<file path="config.mk">
export PLATFORM = sky130hd
export DESIGN_NAME = frame_slot_ring_manager
export DESIGN_NICKNAME = d
export VERILOG_FILES = /design/src/hw/rtl/fsrm_pkg.sv /design/src/hw/rtl/frame_slot_ring_manager.sv /design/src/hw/rtl/fsrm_in_stage.sv /design/src/hw/rtl/fsrm_engine.sv /design/src/hw/rtl/fsrm_out_stage.sv
export SDC_FILE = /design/constraint.sdc
export NUM_CORES = 1
export LEC_CHECK = 0
export ABC_AREA = 1
export ABC_CLOCK_PERIOD_IN_PS = 3900
export BUFFER_PORTS_ARGS = -buffer_cell sky130_fd_sc_hd__buf_4
export CAP_MARGIN = 25
export CORE_UTILIZATION = 57
export CTS_CLUSTER_SIZE = 28
export DETAILED_ROUTE_END_ITERATION = 8
export PLACE_DENSITY = 0.84
export SLEW_MARGIN = 10
export SYNTH_ARGS = -nofsm -noshare
export SYNTH_HDL_FRONTEND = slang
export SYNTH_SLANG_ARGS = --single-unit
export TNS_END_PERCENT = 100
</file>
<file path="constraint.sdc">
create_clock -name clock -period 3.9 [get_ports clock]
set_input_delay 0.585 -clock clock [delete_from_list [all_inputs] [get_ports clock]]
set_output_delay 0.585 -clock clock [all_outputs]
set_load 0.1 [all_outputs]
</file>
<file path="src/hw/rtl/fsrm_pkg.sv">
// ----------------------------------------------------------------------------
// fsrm_pkg
// Shared types and codes of the frame slot ring manager.
// ----------------------------------------------------------------------------
`default_nettype none

package fsrm_pkg;

   localparam int unsigned DEFAULT_RING_SIZE = 4;
   localparam int unsigned MASK_W            = 4;
   localparam int unsigned SLOT_FIELD_W      = 2;
   localparam int unsigned GEN_W             = 16;
   localparam int unsigned DIM_W             = 14;

   typedef enum logic [1:0] {
      OP_FRAME   = 2'd0,
      OP_POP     = 2'd1,
      OP_RECYCLE = 2'd2
   } op_type;

   typedef enum logic [2:0] {
      ST_STORED    = 3'd0,
      ST_DROPPED   = 3'd1,
      ST_IGNORED   = 3'd2,
      ST_POPPED    = 3'd3,
      ST_POP_EMPTY = 3'd4,
      ST_RECYCLED  = 3'd5,
      ST_STALE     = 3'd6
   } status_type;

   typedef struct packed {
      logic [1:0]              op;
      logic [DIM_W-1:0]        width;
      logic [DIM_W-1:0]        height;
      logic [MASK_W-1:0]       gpu_free_mask;
      logic [SLOT_FIELD_W-1:0] slot_index;
      logic [GEN_W-1:0]        generation_tag;
      logic                    consumed;
   } req_type;

   typedef struct packed {
      status_type              status;
      logic [SLOT_FIELD_W-1:0] out_slot;
      logic [GEN_W-1:0]        out_generation;
      logic [DIM_W-1:0]        out_width;
      logic [DIM_W-1:0]        out_height;
      logic                    ring_rebuilt;
      logic                    evicted;
   } rsp_type;

endpackage

`default_nettype wire

</file>
<file path="src/hw/rtl/frame_slot_ring_manager.sv">
// ----------------------------------------------------------------------------
// frame_slot_ring_manager
// Tracks ownership of a ring of frame slots shared by producer and consumer.
// ----------------------------------------------------------------------------
// channel   dir   tuser          tdata
// req_      in    op             width, height, gpu_free_mask, slot_index,
//                                generation_tag, consumed
// rsp_      out   status         out_slot, out_generation, out_width,
//                                out_height, ring_rebuilt, evicted
//
// one beat per cycle sustained while rsp_tready is high; each request gives one response
// after acceptance, through the input register and then the result register
// the event is resolved in one pass by the engine between the two registers
// reset is synchronous; it empties the ring, pending queue and both stages
// a stalled rsp_tready holds the result register and, once the input
// register is also full, drops req_tready in the same cycle
// ----------------------------------------------------------------------------
`default_nettype none

module frame_slot_ring_manager
   import fsrm_pkg::*;
#(
   parameter int unsigned RING_SIZE = DEFAULT_RING_SIZE
) (
   input  wire logic        clock,
   input  wire logic        reset,
   input  wire logic        req_tvalid,
   output logic             req_tready,
   input  wire logic [1:0]  req_tuser,  // op
   // width, height, gpu_free_mask, slot_index, generation_tag, consumed, zero fill
   input  wire logic [55:0] req_tdata,
   output logic             rsp_tvalid,
   input  wire logic        rsp_tready,
   output logic [2:0]       rsp_tuser,  // status
   // out_slot, out_generation, out_width, out_height, ring_rebuilt, evicted
   output logic [47:0]      rsp_tdata
);

   req_type req_beat;
   req_type req_held;
   rsp_type rsp_calc;
   rsp_type rsp_held;
   logic    held_valid;
   logic    res_ready;

   assign req_beat.op             = req_tuser;
   assign req_beat.width          = req_tdata[13:0];
   assign req_beat.height         = req_tdata[27:14];
   assign req_beat.gpu_free_mask  = req_tdata[31:28];
   assign req_beat.slot_index     = req_tdata[33:32];
   assign req_beat.generation_tag = req_tdata[49:34];
   assign req_beat.consumed       = req_tdata[50];

   fsrm_in_stage u_in_stage (
      .clock     (clock),
      .reset     (reset),
      .in_valid  (req_tvalid),
      .in_ready  (req_tready),
      .in_data   (req_beat),
      .take      (res_ready),
      .out_valid (held_valid),
      .out_data  (req_held)
   );

   fsrm_engine #(
      .RING_SIZE (RING_SIZE)
   ) u_engine (
      .clock  (clock),
      .reset  (reset),
      .commit (held_valid && res_ready),
      .req    (req_held),
      .rsp    (rsp_calc)
   );

   fsrm_out_stage u_out_stage (
      .clock     (clock),
      .reset     (reset),
      .in_valid  (held_valid),
      .in_ready  (res_ready),
      .in_data   (rsp_calc),
      .out_valid (rsp_tvalid),
      .out_ready (rsp_tready),
      .out_data  (rsp_held)
   );

   assign rsp_tuser = rsp_held.status;
   assign rsp_tdata = {rsp_held.evicted, rsp_held.ring_rebuilt, rsp_held.out_height,
                       rsp_held.out_width, rsp_held.out_generation, rsp_held.out_slot};

   // eviction only happens when a frame is stored
   assert property (@(posedge clock) disable iff (reset)
      rsp_tvalid && rsp_tdata[47] |-> rsp_tuser == ST_STORED)
      else $error("eviction reported without a stored frame");

   // a rebuild only comes with an arrival that was stored or dropped
   assert property (@(posedge clock) disable iff (reset)
      rsp_tvalid && rsp_tdata[46] |-> rsp_tuser == ST_STORED || rsp_tuser == ST_DROPPED)
      else $error("rebuild reported on a non-arrival");

   // both registers full and stalled must close the input side
   assert property (@(posedge clock) disable iff (reset)
      held_valid && rsp_tvalid && !rsp_tready |-> !req_tready)
      else $error("request accepted with the pipeline full");

endmodule

`default_nettype wire

</file>
<file path="src/hw/rtl/fsrm_in_stage.sv">
// ----------------------------------------------------------------------------
// fsrm_in_stage
// Input register holding one request beat until the engine takes it.
// ----------------------------------------------------------------------------
`default_nettype none

module fsrm_in_stage
   import fsrm_pkg::*;
(
   input  wire logic    clock,
   input  wire logic    reset,
   input  wire logic    in_valid,
   output logic         in_ready,
   input  wire req_type in_data,
   input  wire logic    take,
   output logic         out_valid,
   output req_type      out_data
);

   logic    valid_ff, valid_in;
   req_type data_ff;

   assign in_ready  = !valid_ff || take;
   assign valid_in  = in_ready ? in_valid : valid_ff;
   assign out_valid = valid_ff;
   assign out_data  = data_ff;

   always_ff @(posedge clock) begin
      if (reset) begin
         valid_ff <= 1'b0;
      end else begin
         valid_ff <= valid_in;
      end
      if (in_ready && in_valid) begin
         data_ff <= in_data;
      end
   end

endmodule

`default_nettype wire

</file>
<file path="src/hw/rtl/fsrm_engine.sv">
// ----------------------------------------------------------------------------
// fsrm_engine
// Slot ownership state and the single-pass resolve of one event.
// ----------------------------------------------------------------------------
`default_nettype none

module fsrm_engine
   import fsrm_pkg::*;
#(
   parameter int unsigned RING_SIZE = DEFAULT_RING_SIZE
) (
   input  wire logic    clock,
   input  wire logic    reset,
   input  wire logic    commit,
   input  wire req_type req,
   output rsp_type      rsp
);

   localparam int unsigned SLOT_W = (RING_SIZE > 1) ? $clog2(RING_SIZE) : 1;
   localparam int unsigned CNT_W  = $clog2(RING_SIZE + 1);

   logic [RING_SIZE-1:0] busy_ff, busy_in;
   logic [SLOT_W-1:0]    next_ff, next_in;
   logic [GEN_W-1:0]     gen_ff, gen_in;
   logic [DIM_W-1:0]     cw_ff, cw_in;
   logic [DIM_W-1:0]     ch_ff, ch_in;
   logic [CNT_W-1:0]     count_ff, count_in;
   logic [SLOT_W-1:0]    pend_ff [RING_SIZE];
   logic [SLOT_W-1:0]    pend_in [RING_SIZE];

   logic [RING_SIZE+MASK_W-1:0] mask_ext;
   logic [RING_SIZE-1:0]        avail;
   logic [RING_SIZE-1:0]        from_next;
   logic [RING_SIZE-1:0]        avail_hi;
   logic [SLOT_W-1:0]           pick_hi;
   logic [SLOT_W-1:0]           pick_lo;
   logic [SLOT_W-1:0]           pick;

   assign mask_ext  = {{RING_SIZE{1'b0}}, req.gpu_free_mask};
   assign from_next = {RING_SIZE{1'b1}} << next_ff;

   always_comb begin
      busy_in  = busy_ff;
      next_in  = next_ff;
      gen_in   = gen_ff;
      cw_in    = cw_ff;
      ch_in    = ch_ff;
      count_in = count_ff;
      pend_in  = pend_ff;
      avail    = '0;
      avail_hi = '0;
      pick_hi  = '0;
      pick_lo  = '0;
      pick     = '0;
      rsp      = '0;
      rsp.status = ST_IGNORED;

      case (req.op)
         OP_FRAME: begin
            if (req.width != '0 && req.height != '0) begin
               // a new content size starts a fresh generation of the ring
               if (req.width != cw_ff || req.height != ch_ff) begin
                  busy_in  = '0;
                  count_in = '0;
                  cw_in    = req.width;
                  ch_in    = req.height;
                  gen_in   = gen_ff + 1'b1;
                  rsp.ring_rebuilt = 1'b1;
               end
               for (int s = 0; s < RING_SIZE; s++) begin
                  avail[s] = !busy_in[s] && mask_ext[s];
               end
               avail_hi = avail & from_next;
               // lowest set bit at or after the pointer, else lowest overall
               for (int s = RING_SIZE - 1; s >= 0; s--) begin
                  if (avail_hi[s]) pick_hi = SLOT_W'(s);
                  if (avail[s])    pick_lo = SLOT_W'(s);
               end
               pick = (|avail_hi) ? pick_hi : pick_lo;
               if (|avail) begin
                  busy_in[pick] = 1'b1;
                  next_in = (int'(pick) == RING_SIZE - 1) ? '0 : pick + 1'b1;
                  if (int'(count_in) >= RING_SIZE) begin
                     // oldest pending beat gives way; its slot may be the pick itself
                     busy_in[pend_in[0]] = 1'b0;
                     for (int i = 0; i < RING_SIZE - 1; i++) begin
                        pend_in[i] = pend_ff[i+1];
                     end
                     count_in    = CNT_W'(RING_SIZE - 1);
                     rsp.evicted = 1'b1;
                  end
                  pend_in[count_in[SLOT_W-1:0]] = pick;
                  count_in     = count_in + 1'b1;
                  rsp.status   = ST_STORED;
                  rsp.out_slot = SLOT_FIELD_W'(pick);
               end else begin
                  rsp.status = ST_DROPPED;
               end
            end
         end
         OP_POP: begin
            if (count_ff == '0 || int'(count_ff) > RING_SIZE) begin
               rsp.status = ST_POP_EMPTY;
            end else begin
               rsp.out_slot = SLOT_FIELD_W'(pend_ff[SLOT_W'(count_ff - 1'b1)]);
               for (int i = 0; i < RING_SIZE; i++) begin
                  if (i + 1 < int'(count_ff)) busy_in[pend_ff[i]] = 1'b0;
               end
               rsp.status = ST_POPPED;
            end
            count_in = '0;
         end
         OP_RECYCLE: begin
            if (int'(req.slot_index) >= RING_SIZE || req.generation_tag != gen_ff) begin
               rsp.status = ST_STALE;
            end else begin
               busy_in[SLOT_W'(req.slot_index)] = 1'b0;
               rsp.status   = ST_RECYCLED;
               rsp.out_slot = req.slot_index;
            end
         end
         default: begin
            rsp.status = ST_IGNORED;
         end
      endcase

      rsp.out_generation = gen_in;
      rsp.out_width      = cw_in;
      rsp.out_height     = ch_in;
   end

   always_ff @(posedge clock) begin
      if (reset) begin
         busy_ff  <= '0;
         next_ff  <= '0;
         gen_ff   <= '0;
         cw_ff    <= '0;
         ch_ff    <= '0;
         count_ff <= '0;
      end else if (commit) begin
         busy_ff  <= busy_in;
         next_ff  <= next_in;
         gen_ff   <= gen_in;
         cw_ff    <= cw_in;
         ch_ff    <= ch_in;
         count_ff <= count_in;
      end
      if (commit) begin
         pend_ff <= pend_in;
      end
   end

endmodule

`default_nettype wire

</file>
<file path="src/hw/rtl/fsrm_out_stage.sv">
// ----------------------------------------------------------------------------
// fsrm_out_stage
// Result register; holds a finished beat until the consumer takes it.
// ----------------------------------------------------------------------------
`default_nettype none

module fsrm_out_stage
   import fsrm_pkg::*;
(
   input  wire logic    clock,
   input  wire logic    reset,
   input  wire logic    in_valid,
   output logic         in_ready,
   input  wire rsp_type in_data,
   output logic         out_valid,
   input  wire logic    out_ready,
   output rsp_type      out_data
);

   logic    valid_ff, valid_in;
   rsp_type data_ff;

   assign in_ready  = !valid_ff || out_ready;
   assign valid_in  = in_ready ? in_valid : valid_ff;
   assign out_valid = valid_ff;
   assign out_data  = data_ff;

   always_ff @(posedge clock) begin
      if (reset) begin
         valid_ff <= 1'b0;
      end else begin
         valid_ff <= valid_in;
      end
      if (in_ready && in_valid) begin
         data_ff <= in_data;
      end
   end

endmodule

`default_nettype wire
</file>
==> flow_metrics.tcl <==
set metrics [dict create \
    setup_viol 0 \
    place_congestion 0.904 \
    syn_avg_cell_area_sq_um 8.92 \
    pin_count 115 \
    path_cells "inv_1, nand2_1, nand2_1, nand2_1, nor2_1, nand2_1, nor2_4, nand3_1, nand3_1, nand2_1, nor2_1, nand2_1, nand2_1, inv_1, ha_1, inv_1, nand2_1, o21ai_0, o21ai_0, nand2_1, a21oi_1" \
    maxSlewHeadroom_pct 51.7 \
    clock_sinks 166 \
    crit_top_cell "nand2_1" \
    antenna_found_initial 0 \
    p_leak_nw 4.41 \
    period_share_pct 71.7 \
    synth_xor_xnor_area_share_pct 4.38 \
    cts_inserted_buffers 17 \
    h-tree-depth 4 \
    dpl_worst_slack_ns 1.13 \
    slowest_delay_ns 0.44 \
    synth_edf_count 111 \
    rsz0062_at_grt "false" \
    start_util_pct 59.4 \
    die_x_um 120 \
    cp_max_fo 7 \
    grt_usage_pct 25.9 \
    synth_compound_area_share_pct 11.6 \
    period_needed_ns 2.80 \
    path_buf_inv 3 \
    drive_gt1_share_pct 16.3 \
    maxSlewViolCount 0 \
    ys_seq_area_share_pct 55.5 \
    area.growth.synth_to_final_pct 19.7 \
    max-cap-violations 0 \
    peakVddDrop_v 0.000634 \
    synthMuxAreaShare_pct 0 \
    async_flop_share_pct 0 \
    final_cell_mix "inv_1, nand2_1, buf_4, edfxtp_1, o21ai_0" \
    core_area_sq_um 13500 \
    cp-end-kind "flip-flop" \
    start_kind "flip-flop" \
    synth_fa_ha_area_share_pct 2.35 \
    post_cts_buffers 0 \
    cts_root_buffer "clkbuf_16" \
    skew_ns 0.00939 \
    route.vias.total 6350 \
    via_per_inst 5.33 \
    drt_iter0_drc 534 \
    worstSkewPairLatency_ns 0.44 \
    dpl.hpwl_mm 11.9 \
    hold_depth 1 \
    synth_top_family_by_area "simple AND/OR/NAND/NOR gates" \
    wirelength_mm 17.4 \
    synth-simple-area-share_pct 15.7 \
    die_height_um 120 \
    tightest_slew_ns 0.724 \
    path_depth 21 \
    worst_r2r_path_depth 21 \
    finalSetupTns_ns 0 \
    arrival_ns 3.13 \
    grt_pass1_vias 6086 \
    fillers 986 \
    die_area_sq_um 14500 \
    final-hold-violation-count 0 \
    port_buffers 108 \
    synthCells 896 \
    syn-cell-area_sq_um 8000 \
    cts_hold_buffers 0 \
    synth_warnings 0 \
    hp-class "in -> reg" \
    n_antenna_cell 0 \
    postRouteAntennaNets 0 \
    layout_commonest_cell "inv_1" \
    worstSetupPathType "reg -> reg" \
    drc 0 \
    path_delay_family "simple AND/OR/NAND/NOR gates" \
    final_nets 1080 \
    grt_max_degree 69 \
    power_density_nw_per_um2 466 \
    synth-main-ff-cell "edfxtp_1" \
    cp_slowest_cell "edfxtp_1" \
    status "complete, no violations" \
    final.setup.worst_slack_ns 1.10 \
    clockBufferDepth 2 \
    clk_pin_slew_ns 0.07 \
    crit_required_ns 4.23 \
    ctsResizeCount 0 \
    synth_nets 973 \
    synth.ff_latch_count 166 \
    avgRoutedWirePerCell_um 14.6 \
    grt_pass1_wl_mm 28.5 \
    rows 42 \
    synth.distinct_cells 39 \
    grt_overflow 0 \
    drtPass1Iterations 5 \
    fmax_ghz 0.358 \
    cts_tree "yes" \
]
[metrics by stage]
step | hold WS, ns | instance area (sq um) | total power, mW | cells | util [%]
after floorplan | 0.469 | 8000 | 2.57 | 896 | -
after global placement | 0.490 | 8930 | 2.71 | 1159 | 66.4
after detailed placement | 0.491 | 8960 | 2.73 | 1160 | 66.6
after CTS | 0.302 | 9570 | 4.47 | 1192 | 71.1
after global routing | 0.295 | 9570 | 4.61 | 1192 | 71.1
final | 0.316 | 9570 | 4.46 | 1192 | 71.1
[flip-flops by register name (all words and copies together), names as in the netlist, 3 cells and up]
register	count
u_engine.pend_ff	8
u_engine.ch_ff	14
u_in_stage.out_data	52
u_engine.gen_ff	16
u_out_stage.out_data	51
u_engine.count_ff	3
u_engine.cw_ff	14
u_engine.busy_ff	4
[cell families (layout without fill, tap and decap cells)]
family,count (synthesis),after routing
DFF,166,166
AOI/OAI and AO/OA,173,173
buffers and inverters,215,335
and+or+nand+nor,287,287
adders and majority gates,15,15
xor gates and xnor gates,40,40
[final cells by class]
| class | instances | area, sq um | area share, % |
|---|---|---|---|
| Clock buffer | 19 | 433 | 4.52 |
| Sequential cell | 166 | 4430 | 46.3 |
| Inverter | 190 | 713 | 7.45 |
| Tap cell | 176 | 220 | 2.30 |
| Clock inverter | 13 | 179 | 1.87 |
| Timing Repair Buffer | 113 | 868 | 9.07 |
| Multi-Input combinational cell | 515 | 2720 | 28.4 |
[cell usage after synthesis (all sizes together), types with 2 or more instances]
cell / number / share of area, %
nor3: 9 / 0.56
nand4: 11 / 0.86
nor4: 5 / 0.39
nand2: 173 / 8.5
xor2: 8 / 0.88
dfxtp: 55 / 14
o21a: 5 / 0.47
a211oi: 4 / 0.38
buf: 8 / 0.83
o211ai: 6 / 0.56
clkbuf: 17 / 0.80
edfxtp: 111 / 42
nor2: 45 / 2.5
xnor2: 32 / 3.5
nand3: 41 / 2.6
a21oi: 67 / 4.2
o21ai: 86 / 5.4
ha: 15 / 2.3
nand3b: 2 / 0.19
inv: 189 / 8.9
[power breakdown]
group / switching [mW] / total, mW / internal (mW)
sequential: 0.0672 / 2.06 / 1.99
combinational: 0.458 / 0.643 / 0.185
clock: 0.690 / 1.76 / 1.07
[metal layers]
layer | up-vias | track usage, % | share of wire [%]
met5 | - | 0 | 0
met4 | 0 | 13.3 | 2.7
met3 | 41 | 6.46 | 8.7
met2 | 282 | 42.1 | 49
met1 | 2916 | 32.0 | 40
li1 | 3111 | - | -
[worst paths after layout]
check,from,endpoint,slack (ns)
max,u_in_stage.out_data[49]$_DFFE_PP_,u_engine.busy_ff[1]$_SDFFE_PP0P_,1.10
min,req_tdata[31],u_in_stage.out_data[22]$_DFFE_PP_,0.32
max reg2reg,u_in_stage.out_data[49]$_DFFE_PP_,u_engine.busy_ff[1]$_SDFFE_PP0P_,1.10
min reg2reg,u_engine.next_ff[1]$_SDFFE_PP0P_,u_engine.next_ff[1]$_SDFFE_PP0P_,0.50
(Power assumes the default switching activity.)
